$ cat config.mk
export PLATFORM = sky130hd
export DESIGN_NAME = sensor_temperature_compensation_top
export DESIGN_NICKNAME = d
export VERILOG_FILES = /design/src/rtl/stc_pkg.sv /design/src/rtl/stc_div.sv /design/src/rtl/sensor_temperature_compensation_top.sv
export SDC_FILE = /design/constraint.sdc
export NUM_CORES = 2
export LEC_CHECK = 0
export BUFFER_PORTS_ARGS = -buffer_cell sky130_fd_sc_hd__buf_2
export CORE_MARGIN = 2
export CORE_UTILIZATION = 30
export CTS_CLUSTER_DIAMETER = 200
export CTS_CLUSTER_SIZE = 8
export DETAILED_ROUTE_END_ITERATION = 8
export PLACE_DENSITY = 0.54
export SETUP_SLACK_MARGIN = 0.5
export SYNTH_ARGS = -nofsm -noshare
export SYNTH_HDL_FRONTEND = slang
export SYNTH_SLANG_ARGS = --single-unit
$ cat constraint.sdc
create_clock -name i_clk -period 139.4 [get_ports i_clk]
set_input_delay 13.94 -clock i_clk [delete_from_list [all_inputs] [get_ports i_clk]]
set_output_delay 13.94 -clock i_clk [all_outputs]
set_load 0.01 [all_outputs]
$ cat src/rtl/stc_pkg.sv
// ----------------------------------------------------------------------------
// stc_pkg
// widths, register indexes, reset values and shared types
// ----------------------------------------------------------------------------
package stc_pkg;

    localparam int RAW_W       = 16;
    localparam int CAL_W       = 16;
    localparam int DIFF_W      = 17;
    localparam int PROD_W      = 34;
    localparam int X1_SHIFT    = 15;
    localparam int X1_W        = PROD_W - X1_SHIFT;
    localparam int MC_SHIFT    = 11;
    localparam int NUM_W       = CAL_W + MC_SHIFT;
    localparam int DEN_W       = X1_W - 1;
    localparam int B5_W        = 28;
    localparam int SUM_W       = B5_W + 1;
    localparam int T_SHIFT     = 4;
    localparam int TEMP_W      = 24;
    localparam int CFG_IDX_W   = 2;
    localparam int IN_TDATA_W  = 16;
    localparam int OUT_TDATA_W = 56;

    localparam logic [CFG_IDX_W-1:0] CFG_AC5 = 2'd0;
    localparam logic [CFG_IDX_W-1:0] CFG_AC6 = 2'd1;
    localparam logic [CFG_IDX_W-1:0] CFG_MC  = 2'd2;
    localparam logic [CFG_IDX_W-1:0] CFG_MD  = 2'd3;

    localparam logic [CAL_W-1:0] AC5_RST = 16'd32757;
    localparam logic [CAL_W-1:0] AC6_RST = 16'd23153;
    localparam logic [CAL_W-1:0] MC_RST  = 16'hDDF9;
    localparam logic [CAL_W-1:0] MD_RST  = 16'd2868;

    // (b5 + 8) / 16 toward zero: add 8, or 8 + 15 when the sum goes negative
    localparam logic signed [B5_W-1:0] B5_NEG_LIM = -28'sd8;
    localparam logic [SUM_W-1:0]       RND_POS    = 29'd8;
    localparam logic [SUM_W-1:0]       RND_NEG    = 29'd23;

    // side data carried alongside the divider
    typedef struct packed {
        logic [X1_W-1:0] x1;
        logic            neg;
        logic            dz;
    } t_div_side;

endpackage

$ cat src/rtl/stc_div.sv
// ----------------------------------------------------------------------------
// stc_div
// pipelined restoring divider, one quotient bit per stage
// ----------------------------------------------------------------------------
module stc_div import stc_pkg::*; (
    input  logic             i_clk,
    input  logic             i_rst_n,
    input  logic             i_en,
    input  logic             i_valid,
    input  logic [NUM_W-1:0] i_num,
    input  logic [DEN_W-1:0] i_den,
    input  t_div_side        i_side,
    output logic             o_valid,
    output logic [NUM_W-1:0] o_quot,
    output t_div_side        o_side
);

    typedef struct packed {
        logic [DEN_W-1:0] rem;
        logic [NUM_W-1:0] dvd;
        logic [DEN_W-1:0] den;
        t_div_side        side;
    } t_div_stage;

    logic [NUM_W-1:0] r_vld;
    t_div_stage       r_stg [NUM_W];
    t_div_stage       n_stg [NUM_W];

    always_ff @(posedge i_clk) begin
        if (!i_rst_n) begin
            r_vld <= '0;
        end else if (i_en) begin
            r_vld <= {r_vld[NUM_W-2:0], i_valid};
        end
    end

    for (genvar k = 0; k < NUM_W; k++) begin : g_step
        t_div_stage       w_prev;
        logic [DEN_W:0]   w_part;
        logic [DEN_W+1:0] w_diff;
        logic             w_ge;

        if (k == 0) begin : g_first
            assign w_prev.rem  = '0;
            assign w_prev.dvd  = i_num;
            assign w_prev.den  = i_den;
            assign w_prev.side = i_side;
        end else begin : g_next
            assign w_prev = r_stg[k-1];
        end

        // bring down the next dividend bit and try the subtract
        assign w_part = {w_prev.rem, w_prev.dvd[NUM_W-1]};
        assign w_diff = {1'b0, w_part} - {2'b00, w_prev.den};
        assign w_ge   = ~w_diff[DEN_W+1];

        assign n_stg[k].rem  = w_ge ? w_diff[DEN_W-1:0] : w_part[DEN_W-1:0];
        assign n_stg[k].dvd  = {w_prev.dvd[NUM_W-2:0], w_ge};
        assign n_stg[k].den  = w_prev.den;
        assign n_stg[k].side = w_prev.side;

        always_ff @(posedge i_clk) begin
            if (i_en) begin
                r_stg[k] <= n_stg[k];
            end
        end
    end

    assign o_valid = r_vld[NUM_W-1];
    assign o_quot  = r_stg[NUM_W-1].dvd;
    assign o_side  = r_stg[NUM_W-1].side;

endmodule

$ cat src/rtl/sensor_temperature_compensation_top.sv
// ----------------------------------------------------------------------------
// sensor temperature compensation
// an accepted input passes stages a to e, the divider stages, then f, g and h
// throughput: one transaction per cycle while the output is not stalled, set by the 27-stage divider pipeline
// a stall on the output freezes every stage at once, nothing is dropped
// reset (sync, active low) clears all valid bits and loads typical calibration
// ----------------------------------------------------------------------------
module sensor_temperature_compensation_top import stc_pkg::*; (
    input  logic                   i_clk,
    input  logic                   i_rst_n,
    // calibration write port
    input  logic                   i_cfg_wr_en,
    input  logic [CFG_IDX_W-1:0]   i_cfg_addr,
    input  logic [CAL_W-1:0]       i_cfg_wdata,
    // input stream
    input  logic                   i_s_axis_tvalid,
    output logic                   o_s_axis_tready,
    input  logic [IN_TDATA_W-1:0]  i_s_axis_tdata,   // [15:0] raw_temp
    // output stream
    output logic                   o_m_axis_tvalid,
    input  logic                   i_m_axis_tready,
    output logic [OUT_TDATA_W-1:0] o_m_axis_tdata,   // [23:0] temp_tenths, [51:24] b5_term
    output logic                   o_m_axis_tuser    // [0] div_zero
);

    // ------------------------------------------------------------------
    // calibration registers, written by the user only while the pipe is empty (not enforced by the block)
    // ------------------------------------------------------------------
    logic [CAL_W-1:0] r_cal_ac5;
    logic [CAL_W-1:0] r_cal_ac6;
    logic [CAL_W-1:0] r_cal_mc;
    logic [CAL_W-1:0] r_cal_md;

    always_ff @(posedge i_clk) begin
        if (!i_rst_n) begin
            r_cal_ac5 <= AC5_RST;
            r_cal_ac6 <= AC6_RST;
            r_cal_mc  <= MC_RST;
            r_cal_md  <= MD_RST;
        end else if (i_cfg_wr_en) begin
            case (i_cfg_addr)
                CFG_AC5: r_cal_ac5 <= i_cfg_wdata;
                CFG_AC6: r_cal_ac6 <= i_cfg_wdata;
                CFG_MC:  r_cal_mc  <= i_cfg_wdata;
                CFG_MD:  r_cal_md  <= i_cfg_wdata;
                default: ;
            endcase
        end
    end

    // ------------------------------------------------------------------
    // global advance: the whole pipe moves unless the output is stuck
    // ------------------------------------------------------------------
    logic w_en;
    logic r_h_vld;

    assign w_en            = ~r_h_vld | i_m_axis_tready;
    assign o_s_axis_tready = w_en;

    // ------------------------------------------------------------------
    // stage a: offset-corrected reading ut - ac6
    // ------------------------------------------------------------------
    logic                     r_a_vld;
    logic signed [DIFF_W-1:0] r_a_diff;
    logic signed [DIFF_W-1:0] n_a_diff;

    assign n_a_diff = $signed({1'b0, i_s_axis_tdata[RAW_W-1:0]}) - $signed({1'b0, r_cal_ac6});

    // ------------------------------------------------------------------
    // stage b: gain product, 17 x 17 signed
    // ------------------------------------------------------------------
    logic                     r_b_vld;
    logic signed [PROD_W-1:0] r_b_prod;
    logic signed [PROD_W-1:0] n_b_prod;
    logic signed [DIFF_W-1:0] w_ac5_s;

    assign w_ac5_s  = $signed({1'b0, r_cal_ac5});
    assign n_b_prod = r_a_diff * w_ac5_s;

    // ------------------------------------------------------------------
    // stage c: x1 = prod / 2^15 toward zero (bias negative values first)
    // ------------------------------------------------------------------
    logic              r_c_vld;
    logic [X1_W-1:0]   r_c_x1;
    logic [PROD_W-1:0] w_c_bias;
    logic [PROD_W-1:0] w_c_adj;

    assign w_c_bias = {{(PROD_W-X1_SHIFT){1'b0}}, {X1_SHIFT{r_b_prod[PROD_W-1]}}};
    assign w_c_adj  = r_b_prod + w_c_bias;

    // ------------------------------------------------------------------
    // stage d: divisor x1 + md, the input to the stage e zero check
    // ------------------------------------------------------------------
    logic            r_d_vld;
    logic [X1_W-1:0] r_d_x1;
    logic [X1_W-1:0] r_d_den;
    logic [X1_W-1:0] n_d_den;

    assign n_d_den = r_c_x1 + {{(X1_W-CAL_W){r_cal_md[CAL_W-1]}}, r_cal_md};

    // ------------------------------------------------------------------
    // stage e: magnitudes, quotient sign and zero check for the unsigned divider
    // ------------------------------------------------------------------
    logic             r_e_vld;
    logic [NUM_W-1:0] r_e_num;
    logic [DEN_W-1:0] r_e_den;
    t_div_side        r_e_side;
    logic [X1_W-1:0]  w_e_den_abs;
    logic [CAL_W-1:0] w_e_mc_abs;

    assign w_e_den_abs = r_d_den[X1_W-1] ? (~r_d_den + 1'b1) : r_d_den;
    // most negative mc maps onto its own bit pattern, which is the right magnitude
    assign w_e_mc_abs  = r_cal_mc[CAL_W-1] ? (~r_cal_mc + 1'b1) : r_cal_mc;

    // ------------------------------------------------------------------
    // divider: |mc * 2^11| / |x1 + md|
    // ------------------------------------------------------------------
    logic             w_q_vld;
    logic [NUM_W-1:0] w_q_quot;
    t_div_side        w_q_side;

    stc_div u_div (
        .i_clk   (i_clk),
        .i_rst_n (i_rst_n),
        .i_en    (w_en),
        .i_valid (r_e_vld),
        .i_num   (r_e_num),
        .i_den   (r_e_den),
        .i_side  (r_e_side),
        .o_valid (w_q_vld),
        .o_quot  (w_q_quot),
        .o_side  (w_q_side)
    );

    // ------------------------------------------------------------------
    // stage f: apply the quotient sign, x2
    // ------------------------------------------------------------------
    logic            r_f_vld;
    logic [B5_W-1:0] r_f_x2;
    logic [X1_W-1:0] r_f_x1;
    logic            r_f_dz;
    logic [B5_W-1:0] w_f_mag;

    assign w_f_mag = {{(B5_W-NUM_W){1'b0}}, w_q_quot};

    // ------------------------------------------------------------------
    // stage g: b5 = x1 + x2
    // ------------------------------------------------------------------
    logic                   r_g_vld;
    logic signed [B5_W-1:0] r_g_b5;
    logic                   r_g_dz;
    logic [B5_W-1:0]        n_g_b5;

    assign n_g_b5 = {{(B5_W-X1_W){r_f_x1[X1_W-1]}}, r_f_x1} + r_f_x2;

    // ------------------------------------------------------------------
    // stage h: t = (b5 + 8) / 16 toward zero, output register
    // ------------------------------------------------------------------
    logic [TEMP_W-1:0] r_h_temp;
    logic [B5_W-1:0]   r_h_b5;
    logic              r_h_dz;
    logic [SUM_W-1:0]  w_h_sum;

    assign w_h_sum = {r_g_b5[B5_W-1], r_g_b5}
                   + ((r_g_b5 < B5_NEG_LIM) ? RND_NEG : RND_POS);

    // ------------------------------------------------------------------
    // valid chain
    // ------------------------------------------------------------------
    always_ff @(posedge i_clk) begin
        if (!i_rst_n) begin
            r_a_vld <= 1'b0;
            r_b_vld <= 1'b0;
            r_c_vld <= 1'b0;
            r_d_vld <= 1'b0;
            r_e_vld <= 1'b0;
            r_f_vld <= 1'b0;
            r_g_vld <= 1'b0;
            r_h_vld <= 1'b0;
        end else if (w_en) begin
            r_a_vld <= i_s_axis_tvalid;
            r_b_vld <= r_a_vld;
            r_c_vld <= r_b_vld;
            r_d_vld <= r_c_vld;
            r_e_vld <= r_d_vld;
            r_f_vld <= w_q_vld;
            r_g_vld <= r_f_vld;
            r_h_vld <= r_g_vld;
        end
    end

    // ------------------------------------------------------------------
    // payload registers
    // ------------------------------------------------------------------
    always_ff @(posedge i_clk) begin
        if (w_en) begin
            r_a_diff <= n_a_diff;
            r_b_prod <= n_b_prod;
            r_c_x1   <= w_c_adj[PROD_W-1:X1_SHIFT];
            r_d_x1   <= r_c_x1;
            r_d_den  <= n_d_den;

            r_e_num       <= {w_e_mc_abs, {MC_SHIFT{1'b0}}};
            r_e_den       <= w_e_den_abs[DEN_W-1:0];
            r_e_side.x1   <= r_d_x1;
            r_e_side.neg  <= r_cal_mc[CAL_W-1] ^ r_d_den[X1_W-1];
            r_e_side.dz   <= (r_d_den == '0);

            r_f_x2 <= w_q_side.neg ? (~w_f_mag + 1'b1) : w_f_mag;
            r_f_x1 <= w_q_side.x1;
            r_f_dz <= w_q_side.dz;

            r_g_b5 <= $signed(n_g_b5);
            r_g_dz <= r_f_dz;

            // zero divisor forces both results to zero
            r_h_temp <= r_g_dz ? '0 : w_h_sum[TEMP_W+T_SHIFT-1:T_SHIFT];
            r_h_b5   <= r_g_dz ? '0 : r_g_b5;
            r_h_dz   <= r_g_dz;
        end
    end

    assign o_m_axis_tvalid = r_h_vld;
    assign o_m_axis_tdata  = {{(OUT_TDATA_W-B5_W-TEMP_W){1'b0}}, r_h_b5, r_h_temp};
    assign o_m_axis_tuser  = r_h_dz;

endmodule

==> metrics.yaml <==
synth_edf_count: 2294
synth-async-reset-ratio: 0
ys.flop_type: "edfxtp_1"
maxSlewViolCount: 0
critPathMaxStageDelay_ps: 360
ff2ff_path_depth: 19
worstPathCellList: "buf_2, nor2b_2, buf_4, inv_8, buf_2"
clockBufferDepth: 4
worst_clock_skew_ps: 56.4
ys_top_cells_by_count: "edfxtp_1 (2294), inv_1 (1022), ha_1 (628)"
ant_nets: 0
holdWs_ps: 365
cp_top_family: "buffers and inverters"
vias: 62800
antenna_found_initial: 2
hold_viol: 0
num_rows: 226
cts_resized: 0
dpl_worst_slack_ps: 110290
tritoncts: "done"
crit_cells: 5
cts.reportedPaths.clkPinSlew_ps: 50
worstSetupEndpointType: "primary output"
cp_common_cell: "buf_2"
synth_seq_cells: 2393
viasPerCell: 4.54
yosysMostFrequentCell: "edfxtp_1"
first_pass_iters: 7
ios: 98
netlist_top_cells_area: "edfxtp_1 (60%), ha_1 (6.9%), fa_1 (5.4%)"
cp_max_fo: 58
clkSinkCount: 2393
fin_ws_ps: 110360
place_congestion: 0.840
timing.fmax_mhz: 34.4
die_w_um: 622
r2r_start: "r_a_diff[16]$_DFFE_PP_"
die_h_um: 622
max_slew.worst_pin.slew_ps: 1200
start_util: 0.302
portBuffers: 93
finalSetupViolations: 0
hpwl_um: 139000
yosys.area.top_type: "edfxtp_1"
status: "complete, no violations"
syn_inst: 8450
yosysTopAreaCellShare: 0.601
critical_path_required_ps: 125460
startpoint_type: "input port"
ctsHoldBuffers: 0
cts_setup_buffers: 0
reg2reg_to: "r_b_prod[31]$_DFFE_PP_"
gr-total-overflow: 0
grt_setup_unrepaired: "no"
cp_num_buf_inv: 4
ys_seq_area_frac: 0.619
dieArea_sq_mm: 0.387
cts-root-buf: "clkbuf_16"
nNetsFinal: 9777
grt_pass1_wl_um: 328000
drive_above_1_share: 0.0978
grt_pass1_vias: 67200
critPathKind: "in2out"
cts_buffers: 341
r2r_setup_slack_ps: 132310
drtIter0Drc: 2920
drv_cap: 0
ctsHtreeMaxLevel: 5
fill_cells: 36400
fin_crit_sh: 0.208
totalWireLength_um: 198000
insertion_delay_ps: 850
slowest_stage: "buf_4"
drc: 0
startpoint: "i_m_axis_tready"
grt_max_degree: 203
syn_area_sq_mm: 0.115
core_sq_mm: 0.379
grt_use_total: 0.101
avgSynthCellArea_sq_um: 13.6
hold_class: "reg2reg"
avgRoutedWirePerCell_um: 14.3
area_delta_synth_final_pct: 13.6
endpoint: "o_s_axis_tready"
setup_tns_ps: 0
synth_cell_types: 86
crit_arrival_ps: 15100
relSlewSlack: 0.197
ys_warn_count: 0
min_period_ps: 29040
[final cells by class]
type	instances	area [sq um]	area share
flip-flops and latches	2393	70900	0.544
clock inverters	18	256	0.00197
well taps	5016	6280	0.0482
multi-input cells	4903	39400	0.302
inverters	1023	3850	0.0296
repair buffers	141	901	0.00692
diodes	1	2.50	0.0000192
clock buffers	358	8660	0.0665
[metal layers]
layer  GRT usage  vias to the layer above  part of all wire
met1       0.110                    30700              0.40
met3      0.0174                      456             0.035
met4      0.0408                        0             0.034
met5           0                        -                 0
li1            -                    30800                 -
met2       0.192                      968              0.53
[layout by cell type (no fill, tap or decap), drive strengths merged, types with 25 or more instances in the layout]
master	instances
a21o	112
edfxtp	2294
mux2i	45
fa	307
nor3	142
and2	134
a21oi	363
xnor2	324
a31oi	42
nand3	123
o21a	108
mux2	276
clkbuf	358
inv	1032
o21ai	251
o31a	25
nand2b	82
a211oi	48
buf	141
a21boi	112
nor2	394
and3	51
xor2	156
dfxtp	99
nand2	612
o21bai	29
nor2b	126
ha	628
or3	72
nand4	25
o31ai	57
[registers in the layout, summed over array words and instances, names as in the netlist, 19 cells and up]
| name | flops |
|---|---|
| r_b_prod | 34 |
| r_c_x1 | 19 |
| r_d_den | 19 |
| r_d_x1 | 19 |
| r_e_side | 21 |
| r_f_x1 | 19 |
| r_f_x2 | 28 |
| r_g_b5 | 28 |
| r_h_b5 | 28 |
| r_h_temp | 24 |
| u_div.r_stg | 2001 |
| u_div.r_vld | 27 |
[worst reg2reg max path, stage by stage, from the launching register on]
cell and delay, ps:
edfxtp_1 820, nand2_1 280, fa_1 790, fa_1 480, inv_1 90, fa_1 440, fa_1 510, fa_1 510
inv_1 50, fa_1 470, inv_1 40, ha_1 340, a21o_1 180, a21oi_1 260, nand4_1 140, o2111ai_1 380
a2111oi_0 210, a211o_1 370, or4_1 500, nand4_1 100
[cell families after synthesis]
logic type,count (synthesis),synth area share
xor gates and xnor gates,480,0.0367
muxes,321,0.0311
and+or+nand+nor,1842,0.0770
AOI/OAI and AO/OA,1313,0.0755
adders and majority gates,935,0.122
buffers and inverters,1165,0.0388
other,1,0.0000327
DFF,2393,0.619
[worst min path at each step]
stage | startpoint | endpoint | slack [ps] | cells past startpoint
floorplan | r_d_x1[8]$_DFFE_PP_ | r_e_side[10]$_DFFE_PP_ | 400 | 0
global placement | u_div.r_stg[0][1133]$_DFFE_PP_ | u_div.r_stg[0][1218]$_DFFE_PP_ | 400 | 0
detailed placement | r_d_x1[9]$_DFFE_PP_ | r_e_side[11]$_DFFE_PP_ | 400 | 0
CTS | u_div.r_stg[0][756]$_DFFE_PP_ | u_div.r_stg[0][840]$_DFFE_PP_ | 360 | 0
global route | u_div.r_stg[0][674]$_DFFE_PP_ | u_div.r_stg[0][758]$_DFFE_PP_ | 360 | 0
finish | u_div.r_stg[0][674]$_DFFE_PP_ | u_div.r_stg[0][758]$_DFFE_PP_ | 370 | 0
[through the flow]
stage | cell area [sq um] | cells | utilization
after floorplan | 115000 | 8461 | -
after global placement | 121000 | 13500 | 0.320
after detailed placement | 121000 | 13500 | 0.320
after CTS | 130000 | 13900 | 0.343
after global routing | 130000 | 13900 | 0.343
final | 130000 | 13900 | 0.343
Power is not shown: default switching activity piles up to over one toggle a cycle in this logic, so the estimate is an artifact.
